--- src/sv/horizontal_to_vertical_page_bytes_unit_defines.svh ---
// Assertion macros shared by the horizontal-to-vertical page byte unit.
`ifndef HORIZONTAL_TO_VERTICAL_PAGE_BYTES_UNIT_DEFINES_SVH
`define HORIZONTAL_TO_VERTICAL_PAGE_BYTES_UNIT_DEFINES_SVH

`ifndef ASSERT_OFF

// Checks that the consequent holds in the same cycle as the antecedent.
`define H2V_ASSERT_IMPL(label, clk, rst_n, ante, cons) \
    label: assert property (@(posedge clk) disable iff (!rst_n) (ante) |-> (cons)) \
        else $error("h2v assertion failed");

// Checks that the consequent holds in the cycle after the antecedent.
`define H2V_ASSERT_NEXT(label, clk, rst_n, ante, cons) \
    label: assert property (@(posedge clk) disable iff (!rst_n) (ante) |=> (cons)) \
        else $error("h2v assertion failed");

`else

`define H2V_ASSERT_IMPL(label, clk, rst_n, ante, cons)
`define H2V_ASSERT_NEXT(label, clk, rst_n, ante, cons)

`endif

`endif

--- src/sv/h2v_pkg.sv ---
// Types, constants and the cell transpose function of the page byte unit.
`default_nettype none

package h2v_pkg;

    localparam int MAX_WIDTH_DEF  = 256;
    localparam int MAX_HEIGHT_DEF = 1024;

    localparam int CFG_INDEX_W  = 2;
    localparam int CFG_VALUE_W  = 11;
    localparam int WIDTH_REG_W  = 9;
    localparam int HEIGHT_REG_W = 11;

    // Rows 0 to 6 of a page are stored; row 7 is never written to the store.
    localparam int STORE_LANES = 7;

    localparam logic [WIDTH_REG_W-1:0]  WIDTH_RESET     = 9'd128;
    localparam logic [HEIGHT_REG_W-1:0] HEIGHT_RESET    = 11'd64;
    localparam logic                    BIT_ORDER_RESET = 1'b0;

    typedef enum logic [CFG_INDEX_W-1:0] {
        REG_IMAGE_WIDTH  = 2'd0,
        REG_IMAGE_HEIGHT = 2'd1,
        REG_BIT_ORDER    = 2'd2
    } cfg_reg_t;

    typedef struct packed {
        logic [7:0] source_byte;
    } src_item_t;

    typedef struct packed {
        logic [7:0] column_byte;
        logic [7:0] column_index;
        logic [6:0] page_index;
        logic       last_of_cell;
    } dst_item_t;

    typedef struct packed {
        logic [CFG_INDEX_W-1:0] index;
        logic [CFG_VALUE_W-1:0] value;
    } cfg_item_t;

    typedef struct packed {
        logic       wr_en;
        logic       rd_en;
        logic [2:0] lane;
    } store_ctl_t;

    // Eight vertical bytes, entry c is pixel column c of the cell.
    typedef logic [7:0][7:0] col_set_t;

    // Cell byte r holds page row r with its leftmost pixel in bit 7.
    function automatic col_set_t h2v_transpose(input logic [63:0] tile,
                                               input logic top_in_msb);
        col_set_t cols;
        cols = '0;
        for (int c = 0; c < 8; c++) begin
            for (int r = 0; r < 8; r++) begin
                if (top_in_msb) begin
                    cols[c][7-r] = tile[8*r + 7 - c];
                end
                else begin
                    cols[c][r] = tile[8*r + 7 - c];
                end
            end
        end
        return cols;
    endfunction

endpackage

`default_nettype wire

--- src/sv/h2v_if.sv ---
// Valid/ready channel interfaces for the input, result and register ports.
`default_nettype none

interface h2v_src_if;
    import h2v_pkg::*;
    logic      valid;
    logic      ready;
    src_item_t data;
    modport source (output valid, output data, input ready);
    modport sink (input valid, input data, output ready);
endinterface

interface h2v_dst_if;
    import h2v_pkg::*;
    logic      valid;
    logic      ready;
    dst_item_t data;
    modport source (output valid, output data, input ready);
    modport sink (input valid, input data, output ready);
endinterface

interface h2v_cfg_if;
    import h2v_pkg::*;
    logic      valid;
    logic      ready;
    cfg_item_t data;
    modport source (output valid, output data, input ready);
    modport sink (input valid, input data, output ready);
endinterface

`default_nettype wire

--- src/sv/h2v_page_store.sv ---
// Line store holding rows 0 to 6 of the current page, one entry per byte column.
`default_nettype none

module h2v_page_store #(
    parameter int DEPTH  = 32,
    parameter int ADDR_W = 5
) (
    input  logic                                 clk,
    input  h2v_pkg::store_ctl_t                  ctl,
    input  logic [ADDR_W-1:0]                    addr,
    input  logic [7:0]                           wr_byte,
    output logic [h2v_pkg::STORE_LANES*8-1:0]    rd_data
);
    import h2v_pkg::*;

    logic [STORE_LANES-1:0][7:0] mem [DEPTH];
    logic [STORE_LANES-1:0][7:0] rd_data_reg;

    // Each row lands in its own byte lane, so a write leaves the other rows alone.
    always_ff @(posedge clk)
    begin
        if (ctl.wr_en)
        begin
            mem[addr][ctl.lane] <= wr_byte;
        end
        if (ctl.rd_en)
        begin
            rd_data_reg <= mem[addr];
        end
    end

    assign rd_data = rd_data_reg;

endmodule

`default_nettype wire

--- src/sv/horizontal_to_vertical_page_bytes_unit.sv ---
// Top level of the horizontal-to-vertical page byte converter.
//
//  Port  | Role    | Payload                                         | Per transaction
//  ------+---------+-------------------------------------------------+------------------------
//  src   | sink    | source_byte                                     | one row-major byte
//  dst   | source  | column_byte, column_index, page_index,          | one vertical byte
//        |         | last_of_cell                                    |
//  cfg   | sink    | index, value                                    | one register write
//
// Bytes of page rows 0 to 6 go into the line store; the byte that closes a cell (page
// row 7, or the image's last row) reads it, and the cell's up to eight column bytes
// leave at one per cycle while dst.ready is high. A closing byte parks in a one-entry
// holding stage until the emitter is empty or its last column is accepted; src.ready
// is low only while that stage holds a byte that cannot move on. The store needs no
// clearing; rst_n clears counters, registers and valid flags asynchronously.
`default_nettype none
`include "horizontal_to_vertical_page_bytes_unit_defines.svh"

module horizontal_to_vertical_page_bytes_unit #(
    parameter int MAX_WIDTH  = h2v_pkg::MAX_WIDTH_DEF,
    parameter int MAX_HEIGHT = h2v_pkg::MAX_HEIGHT_DEF
) (
    input  logic      clk,
    input  logic      rst_n,
    h2v_src_if.sink   src,
    h2v_dst_if.source dst,
    h2v_cfg_if.sink   cfg
);
    import h2v_pkg::*;

    // One store entry per byte column of the widest image.
    localparam int STORE_DEPTH = (MAX_WIDTH + 7) / 8;
    localparam int BC_W        = (STORE_DEPTH > 1) ? $clog2(STORE_DEPTH) : 1;
    localparam int ROW_W       = $clog2(MAX_HEIGHT);
    // Comparison widths hold the register value, the limit and one more bit.
    localparam int WC_W = ((WIDTH_REG_W > $clog2(MAX_WIDTH + 1)) ?
                           WIDTH_REG_W : $clog2(MAX_WIDTH + 1)) + 1;
    localparam int HC_W = ((HEIGHT_REG_W > $clog2(MAX_HEIGHT + 1)) ?
                           HEIGHT_REG_W : $clog2(MAX_HEIGHT + 1)) + 1;

    // ---------------------------------------------------------------------------
    // Configuration registers. Writes are always taken; an index past the
    // register list is accepted and ignored.
    // ---------------------------------------------------------------------------
    logic [WIDTH_REG_W-1:0]  width_reg;
    logic [HEIGHT_REG_W-1:0] height_reg;
    logic                    bit_order_reg;

    assign cfg.ready = 1'b1;

    always_ff @(posedge clk or negedge rst_n)
    begin
        if (!rst_n)
        begin
            width_reg     <= WIDTH_RESET;
            height_reg    <= HEIGHT_RESET;
            bit_order_reg <= BIT_ORDER_RESET;
        end
        else if (cfg.valid)
        begin
            case (cfg.data.index)
                REG_IMAGE_WIDTH:  width_reg     <= cfg.data.value[WIDTH_REG_W-1:0];
                REG_IMAGE_HEIGHT: height_reg    <= cfg.data.value[HEIGHT_REG_W-1:0];
                REG_BIT_ORDER:    bit_order_reg <= cfg.data.value[0];
                default:          ;
            endcase
        end
    end

    // Effective image size: zero counts as one, anything above the limit as the limit.
    logic [WC_W-1:0] w_raw;
    logic [WC_W-1:0] w_eff;
    logic [HC_W-1:0] h_raw;
    logic [HC_W-1:0] h_eff;
    logic [WC_W-1:0] bytes_per_row;

    assign w_raw = WC_W'(width_reg);
    assign h_raw = HC_W'(height_reg);

    always_comb
    begin
        if (w_raw == '0)
        begin
            w_eff = WC_W'(1);
        end
        else if (w_raw > WC_W'(MAX_WIDTH))
        begin
            w_eff = WC_W'(MAX_WIDTH);
        end
        else
        begin
            w_eff = w_raw;
        end

        if (h_raw == '0)
        begin
            h_eff = HC_W'(1);
        end
        else if (h_raw > HC_W'(MAX_HEIGHT))
        begin
            h_eff = HC_W'(MAX_HEIGHT);
        end
        else
        begin
            h_eff = h_raw;
        end
    end

    assign bytes_per_row = (w_eff + WC_W'(7)) >> 3;

    // ---------------------------------------------------------------------------
    // Position counters and classification of the incoming byte.
    // ---------------------------------------------------------------------------
    logic [BC_W-1:0]  byte_cnt_reg;
    logic [ROW_W-1:0] row_cnt_reg;

    logic             src_fire;
    logic [2:0]       page_row;
    logic             last_row;
    logic             last_byte;
    logic             closes_cell;
    logic [WC_W-1:0]  byte_first_px;
    logic [WC_W-1:0]  px_left;
    logic             has_cols;
    logic [2:0]       last_col;
    logic [ROW_W+6:0] row_wide;
    logic [6:0]       page_now;

    assign src_fire      = src.valid && src.ready;
    assign page_row      = row_cnt_reg[2:0];
    assign last_row      = (HC_W'(row_cnt_reg) + HC_W'(1)) >= h_eff;
    assign last_byte     = (WC_W'(byte_cnt_reg) + WC_W'(1)) >= bytes_per_row;
    assign closes_cell   = (page_row == 3'd7) || last_row;
    assign byte_first_px = WC_W'({byte_cnt_reg, 3'b000});
    assign has_cols      = byte_first_px < w_eff;
    assign px_left       = w_eff - byte_first_px;
    // A byte column that reaches past the width sends only its columns inside the image.
    assign last_col      = (px_left > WC_W'(8)) ? 3'd7 : 3'(px_left - WC_W'(1));
    assign row_wide      = (ROW_W + 7)'(row_cnt_reg);
    assign page_now      = row_wide[9:3];

    always_ff @(posedge clk or negedge rst_n)
    begin
        if (!rst_n)
        begin
            byte_cnt_reg <= '0;
            row_cnt_reg  <= '0;
        end
        else if (src_fire)
        begin
            if (last_byte)
            begin
                byte_cnt_reg <= '0;
                row_cnt_reg  <= last_row ? '0 : row_cnt_reg + ROW_W'(1);
            end
            else
            begin
                byte_cnt_reg <= byte_cnt_reg + BC_W'(1);
            end
        end
    end

    // ---------------------------------------------------------------------------
    // Line store. Rows 0 to 6 are written; a closing byte reads its byte column.
    // A closing byte whose columns all lie past the width produces nothing.
    // ---------------------------------------------------------------------------
    store_ctl_t                   store_ctl;
    logic [STORE_LANES*8-1:0]     store_rd_data;

    assign store_ctl.wr_en = src_fire && !closes_cell;
    assign store_ctl.rd_en = src_fire && closes_cell && has_cols;
    assign store_ctl.lane  = page_row;

    h2v_page_store #(
        .DEPTH  (STORE_DEPTH),
        .ADDR_W (BC_W)
    ) u_store (
        .clk     (clk),
        .ctl     (store_ctl),
        .addr    (byte_cnt_reg),
        .wr_byte (src.data.source_byte),
        .rd_data (store_rd_data)
    );

    // ---------------------------------------------------------------------------
    // Holding stage: the closing byte and its position wait here while the store
    // read completes and, if needed, until the emitter is free.
    // ---------------------------------------------------------------------------
    logic            hold_valid_reg;
    logic [7:0]      hold_byte_reg;
    logic [2:0]      hold_prow_reg;
    logic [BC_W-1:0] hold_bcol_reg;
    logic [2:0]      hold_lcol_reg;
    logic [6:0]      hold_page_reg;

    logic            emit_valid_reg;
    logic [2:0]      emit_col_reg;
    logic [2:0]      emit_lcol_reg;
    logic [BC_W-1:0] emit_bcol_reg;
    logic [6:0]      emit_page_reg;
    col_set_t        emit_cols_reg;

    logic            dst_fire;
    logic            emit_on_last;
    logic            emit_free;
    logic            hold_move;

    assign dst_fire     = dst.valid && dst.ready;
    assign emit_on_last = emit_col_reg == emit_lcol_reg;
    // The emitter takes a new cell when empty or while its last column leaves.
    assign emit_free    = !emit_valid_reg || (dst.ready && emit_on_last);
    assign hold_move    = hold_valid_reg && emit_free;
    assign src.ready    = !hold_valid_reg || emit_free;

    always_ff @(posedge clk or negedge rst_n)
    begin
        if (!rst_n)
        begin
            hold_valid_reg <= 1'b0;
        end
        else if (store_ctl.rd_en)
        begin
            hold_valid_reg <= 1'b1;
        end
        else if (hold_move)
        begin
            hold_valid_reg <= 1'b0;
        end
    end

    always_ff @(posedge clk)
    begin
        if (store_ctl.rd_en)
        begin
            hold_byte_reg <= src.data.source_byte;
            hold_prow_reg <= page_row;
            hold_bcol_reg <= byte_cnt_reg;
            hold_lcol_reg <= last_col;
            hold_page_reg <= page_now;
        end
    end

    // Cell assembly: stored rows below the closing row, the closing byte in its own
    // row, and zero for the rows a short final page lacks. Lanes of the store above
    // the closing row belong to an earlier page and are dropped.
    logic [7:0][7:0] rd_lanes;
    logic [7:0][7:0] cell_lanes;
    col_set_t        cell_cols;

    assign rd_lanes = {8'h00, store_rd_data};

    always_comb
    begin
        for (int r = 0; r < 8; r++)
        begin
            if (3'(r) < hold_prow_reg)
            begin
                cell_lanes[r] = rd_lanes[r];
            end
            else if (3'(r) == hold_prow_reg)
            begin
                cell_lanes[r] = hold_byte_reg;
            end
            else
            begin
                cell_lanes[r] = 8'h00;
            end
        end
    end

    assign cell_cols = h2v_transpose(cell_lanes, bit_order_reg);

    // ---------------------------------------------------------------------------
    // Emitter: holds one transposed cell and steps through its columns, one
    // transaction on dst per column.
    // ---------------------------------------------------------------------------
    always_ff @(posedge clk or negedge rst_n)
    begin
        if (!rst_n)
        begin
            emit_valid_reg <= 1'b0;
            emit_col_reg   <= '0;
        end
        else if (hold_move)
        begin
            emit_valid_reg <= 1'b1;
            emit_col_reg   <= '0;
        end
        else if (dst_fire)
        begin
            if (emit_on_last)
            begin
                emit_valid_reg <= 1'b0;
                emit_col_reg   <= '0;
            end
            else
            begin
                emit_col_reg <= emit_col_reg + 3'd1;
            end
        end
    end

    always_ff @(posedge clk)
    begin
        if (hold_move)
        begin
            emit_cols_reg <= cell_cols;
            emit_lcol_reg <= hold_lcol_reg;
            emit_bcol_reg <= hold_bcol_reg;
            emit_page_reg <= hold_page_reg;
        end
    end

    logic [BC_W+7:0] col_full;

    assign col_full = (BC_W + 8)'({emit_bcol_reg, emit_col_reg});

    assign dst.valid             = emit_valid_reg;
    assign dst.data.column_byte  = emit_cols_reg[emit_col_reg];
    assign dst.data.column_index = col_full[7:0];
    assign dst.data.page_index   = emit_page_reg;
    assign dst.data.last_of_cell = emit_on_last;

    // ---------------------------------------------------------------------------
    // Assertions.
    // ---------------------------------------------------------------------------
    `H2V_ASSERT_NEXT(a_hold_loads, clk, rst_n, store_ctl.rd_en, hold_valid_reg)
    `H2V_ASSERT_IMPL(a_col_in_cell, clk, rst_n, emit_valid_reg, emit_col_reg <= emit_lcol_reg)
    `H2V_ASSERT_NEXT(a_cell_restarts, clk, rst_n, dst_fire && emit_on_last, emit_col_reg == 3'd0)

endmodule

`default_nettype wire
--- src/flat_wrapper.sv ---
// flat-port wrapper written by rule: the top's interface ports become plain ports
module horizontal_to_vertical_page_bytes_unit_flat import h2v_pkg::*;
#(
    parameter int MAX_WIDTH  = h2v_pkg::MAX_WIDTH_DEF,
    parameter int MAX_HEIGHT = h2v_pkg::MAX_HEIGHT_DEF
)
  (clk, rst_n, src_valid, src_data, src_ready, dst_valid, dst_data, dst_ready, cfg_valid, cfg_data, cfg_ready);
  h2v_src_if src_i ();
  h2v_dst_if dst_i ();
  h2v_cfg_if cfg_i ();
  input  logic clk;
  input  logic rst_n;
  input wire logic [$bits(src_i.valid)-1:0] src_valid;
  input wire logic [$bits(src_i.data)-1:0] src_data;
  output wire logic [$bits(src_i.ready)-1:0] src_ready;
  output wire logic [$bits(dst_i.valid)-1:0] dst_valid;
  output wire logic [$bits(dst_i.data)-1:0] dst_data;
  input wire logic [$bits(dst_i.ready)-1:0] dst_ready;
  input wire logic [$bits(cfg_i.valid)-1:0] cfg_valid;
  input wire logic [$bits(cfg_i.data)-1:0] cfg_data;
  output wire logic [$bits(cfg_i.ready)-1:0] cfg_ready;
  assign src_i.valid = src_valid;
  assign src_i.data = src_data;
  assign src_ready = src_i.ready;
  assign dst_valid = dst_i.valid;
  assign dst_data = dst_i.data;
  assign dst_i.ready = dst_ready;
  assign cfg_i.valid = cfg_valid;
  assign cfg_i.data = cfg_data;
  assign cfg_ready = cfg_i.ready;
  horizontal_to_vertical_page_bytes_unit #(.MAX_WIDTH(MAX_WIDTH), .MAX_HEIGHT(MAX_HEIGHT)) u_core (.clk(clk), .rst_n(rst_n), .src(src_i), .dst(dst_i), .cfg(cfg_i));
endmodule
--- config.mk ---
export PLATFORM = sky130hd
export DESIGN_NAME = horizontal_to_vertical_page_bytes_unit_flat
export DESIGN_NICKNAME = d
export VERILOG_FILES = /design/src/sv/h2v_pkg.sv /design/src/sv/h2v_if.sv /design/src/sv/h2v_page_store.sv /design/src/sv/horizontal_to_vertical_page_bytes_unit.sv /design/src/flat_wrapper.sv
export VERILOG_INCLUDE_DIRS = /design/src /design/src/sv
export SDC_FILE = /design/constraint.sdc
export NUM_CORES = 2
export LEC_CHECK = 0
export BUFFER_PORTS_ARGS = -buffer_cell sky130_fd_sc_hd__buf_2
export CORE_MARGIN = 1
export CORE_UTILIZATION = 50
export DETAILED_ROUTE_END_ITERATION = 10
export PLACE_DENSITY = 0.61
export SYNTH_ARGS = -nofsm -noshare
export SYNTH_HDL_FRONTEND = slang
export SYNTH_SLANG_ARGS = --single-unit
--- constraint.sdc ---
create_clock -name clk -period 15.05 [get_ports clk]
set_input_delay 0.7525 -clock clk [delete_from_list [all_inputs] [get_ports clk]]
set_output_delay 0.7525 -clock clk [all_outputs]
set_load 0.05 [all_outputs]
==> results by group <==
Floorplan
  – Initial Util: 50.5%
  – Top-Level Pins: 53
  – Die X: 397 µm
  – Total die area: 158000 µm²
  – Placeable Area: 154000 µm²
  – Num rows: 144
  – Die Y: 397 µm

Drt
  – DRT Wirelength: 203000 µm
  – DR vias: 40000
  – DRC Markers: 22
  – Via density: 6.38
  – Final ANT Viol Nets: 0
  – TritonRoute pass-1 iters: 8
  – DR WL/cell: 32.4 µm
  – Initial drt markers: 5014

Synthesis
  – Post-synthesis cell area: 78000 µm²
  – Mapped Cells: 3754
  – Post-synth top cells: edfxtp_1, mux4_2, a22oi_1
  – Post-synth EDFFs: 1953
  – Yosys top cell by area: edfxtp_1
  – Cell variety after synth: 55
  – Number of synthesized register bits: 1994
  – Sequential fraction of the synthesis area: 76.5%
  – Synth async-reset ratio: 2.06%
  – Post-synth top area share: 75.2%
  – Syn Area/Cell: 20.8 µm²
  – Largest cells by area after synthesis: edfxtp_1, mux4_2, a22oi_1
  – Most common cell in the synthesized netlist: edfxtp_1
  – Synth Flop Type: edfxtp_1
  – Syn Nets: 3811
  – Ys Warns: 0

Global routing
  – Global-route usage over all layers: 26.0%
  – Initial antenna violation count: 9
  – Largest net degree at the start of global routing: 147
  – GRT busiest layer: met2
  – Number of global-route vias before repair: 39200
  – Met2 usage: 39.3%
  – First-pass GRT wire length: 291000 µm
  – GR Util met1: 38.6%
  – M3 GR Usage: 5.08%
  – Total gr overflow: 0

Clock tree
  – PostCTS Resize Cnt: 0
  – Clock Latency Late Sink: 840 ps
  – TritonCTS clock tree: done
  – Cts-stage hold buffer count: 0
  – CTS Root Cell: clkbuf_16
  – CTS Buffer Depth: 3
  – CTS buffer count: 197
  – Post-CTS setup buffer count: 0
  – H-tree Lvls: 4
  – Clock Sink Count: 1994
  – Clock-pin slew on the worst setup and hold paths: 60 ps

Timing
  – Slew Limit Headroom: 6.42%
  – Max Transition Viols Final: 0
  – Tightest Pin Transition: 1400 ps
  – Final hold vios: 0
  – Tcrit/Tclk final: 34.7%
  – Max Clock Skew: 28.5 ps
  – Setup TNS: 0 ps
  – Fmax: 191 MHz
  – Crit path time final: 5220 ps
  – RSZ-0062 raised after global routing: false
  – Min Hold Slack: 91.9 ps
  – Final setup violation count: 0

Place
  – DP HPWL: 119000 µm
  – Gp weighted congestion: 0.828
  – IO Port Bufs: 51
  – Placed Area: 82200 µm²

Power
  – Leakage: 27.5 nW
  – Max VDD drop: 0.175 mV
  – Pwr Density: 166 nW/µm²

Finish
  – Finished Cell Area: 88300 µm²
  – Layout Nets: 4120
  – Max FFs per register: 1792
  – P&R area growth vs syn: 13.3%
  – Layout cell share with drive strength beyond 1: 27.4%

Setup path
  – CP Data Arrival Time: 5760 ps
  – R2r startpoint: u_core.byte_cnt_reg[1]
  – Flop2flop setup slack: 9830 ps
  – Worst EP required: 15590 ps
  – Setup crit end kind: register
  – Critical Path Start Type: register
  – Largest fanout on the critical path: 57
  – Critical path class: reg -> reg
  – Worst r2r dst: u_core.u_store.rd_data[54]
  – Worst reg2reg path depth: 7

Outcome
  – Failing checks: design-rule violations
  – Status: finished, violations left

Worst hold path
  – Min-delay worst type: in -> async

Job
  – Max_cap viols: 0
logic make-up (layout without fill, tap and decap cells):
group	count (synthesis)	count (layout)	synth area share, %
fa+ha+maj	31	31	0.507
other cells	1	5	0.00481
compound gates	412	412	3.70
buf+inv	268	738	1.54
mux	516	516	14.1
flops	1994	1994	76.5
simple gates	518	518	3.43
xor+xnor	14	14	0.157
worst max path at each step:
stage               cells after the start                          to              startpoint
finish                                  7  u_core.u_store.rd_data[54]  u_core.byte_cnt_reg[1]
global route                            7  u_core.u_store.rd_data[54]  u_core.byte_cnt_reg[1]
CTS                                     7  u_core.u_store.rd_data[54]  u_core.byte_cnt_reg[1]
detailed placement                      7  u_core.u_store.rd_data[54]  u_core.byte_cnt_reg[1]
global placement                        7  u_core.u_store.rd_data[54]  u_core.byte_cnt_reg[1]
floorplan                               5     u_core.emit_bcol_reg[0]  u_core.emit_col_reg[0]
where the power goes:
part / internal (W) / leakage (nW) / switching, W
sequential: 0.00629 / 18.0 / 0.000166
clock: 0.00267 / 2.99 / 0.00205
combinational: 0.00138 / 6.47 / 0.00214
critical path: stages, from the launching register on:
cell	delay, ps
dfrtp_4	810
buf_4	710
buf_4	670
buf_4	800
buf_4	800
mux4_2	440
a22oi_1	410
nand4_1	160
through the flow:
stage	instances	worst slack, ps	power [W]	utilization (%)
2_1_floorplan	3754	7070	0.00887	-
3_3_place_gp	5908	9810	0.0101	53.2
3_5_place_dp	5908	9810	0.0101	53.2
4_1_cts	6268	9800	0.0148	57.2
5_1_grt	6268	9630	0.0152	57.2
6_report	6272	9830	0.0147	57.2
placed cells by master (no fill, tap or decap), types with 9 or more instances in the layout:
master | netlist | layout
nor2_1 | 17 | 17
mux2_2 | 36 | 36
nand3_1 | 27 | 27
nand2_1 | 95 | 94
nor3b_1 | 10 | 10
nor3_2 | 0 | 20
nor2b_1 | 17 | 17
edfxtp_1 | 1953 | 1953
nor3_1 | 238 | 218
buf_4 | 2 | 302
ha_1 | 30 | 30
clkbuf_8 | 0 | 13
nand4_1 | 60 | 60
buf_2 | 41 | 43
clkinv_1 | 3 | 46
clkinv_2 | 0 | 30
dfrtp_1 | 39 | 37
inv_1 | 20 | 19
bufinv_16 | 0 | 12
o21ai_0 | 64 | 64
clkbuf_16 | 0 | 201
mux4_2 | 464 | 464
and3_1 | 11 | 10
a22oi_1 | 240 | 240
clkbuf_1 | 157 | 49
mux2i_1 | 16 | 16
clkinvlp_4 | 0 | 9
a22o_1 | 39 | 39
a21oi_1 | 47 | 47
or3_1 | 17 | 17
per-layer routing:
metal | wire length [µm] | vias to the layer above | share of wire (%)
met5 | 52 | - | 0.026
met1 | 84300 | 21300 | 42
li1 | - | 16500 | -
met2 | 94500 | 1895 | 47
met4 | 5780 | 8 | 2.8
met3 | 18300 | 274 | 9.0
final cells by class:
class | count | area, µm²
Antenna cell | 4 | 10.0
Multi-Input combinational cell | 1492 | 17200
Sequential cell | 1994 | 59700
Clock buffer | 255 | 5280
Timing Repair Buffer | 355 | 2630
Clock inverter | 105 | 867
Fill cell | 11300 | 66100
Tap cell | 2044 | 2560
Inverter | 23 | 86.3
No activity file was read; power rests on OpenSTA's default activity.
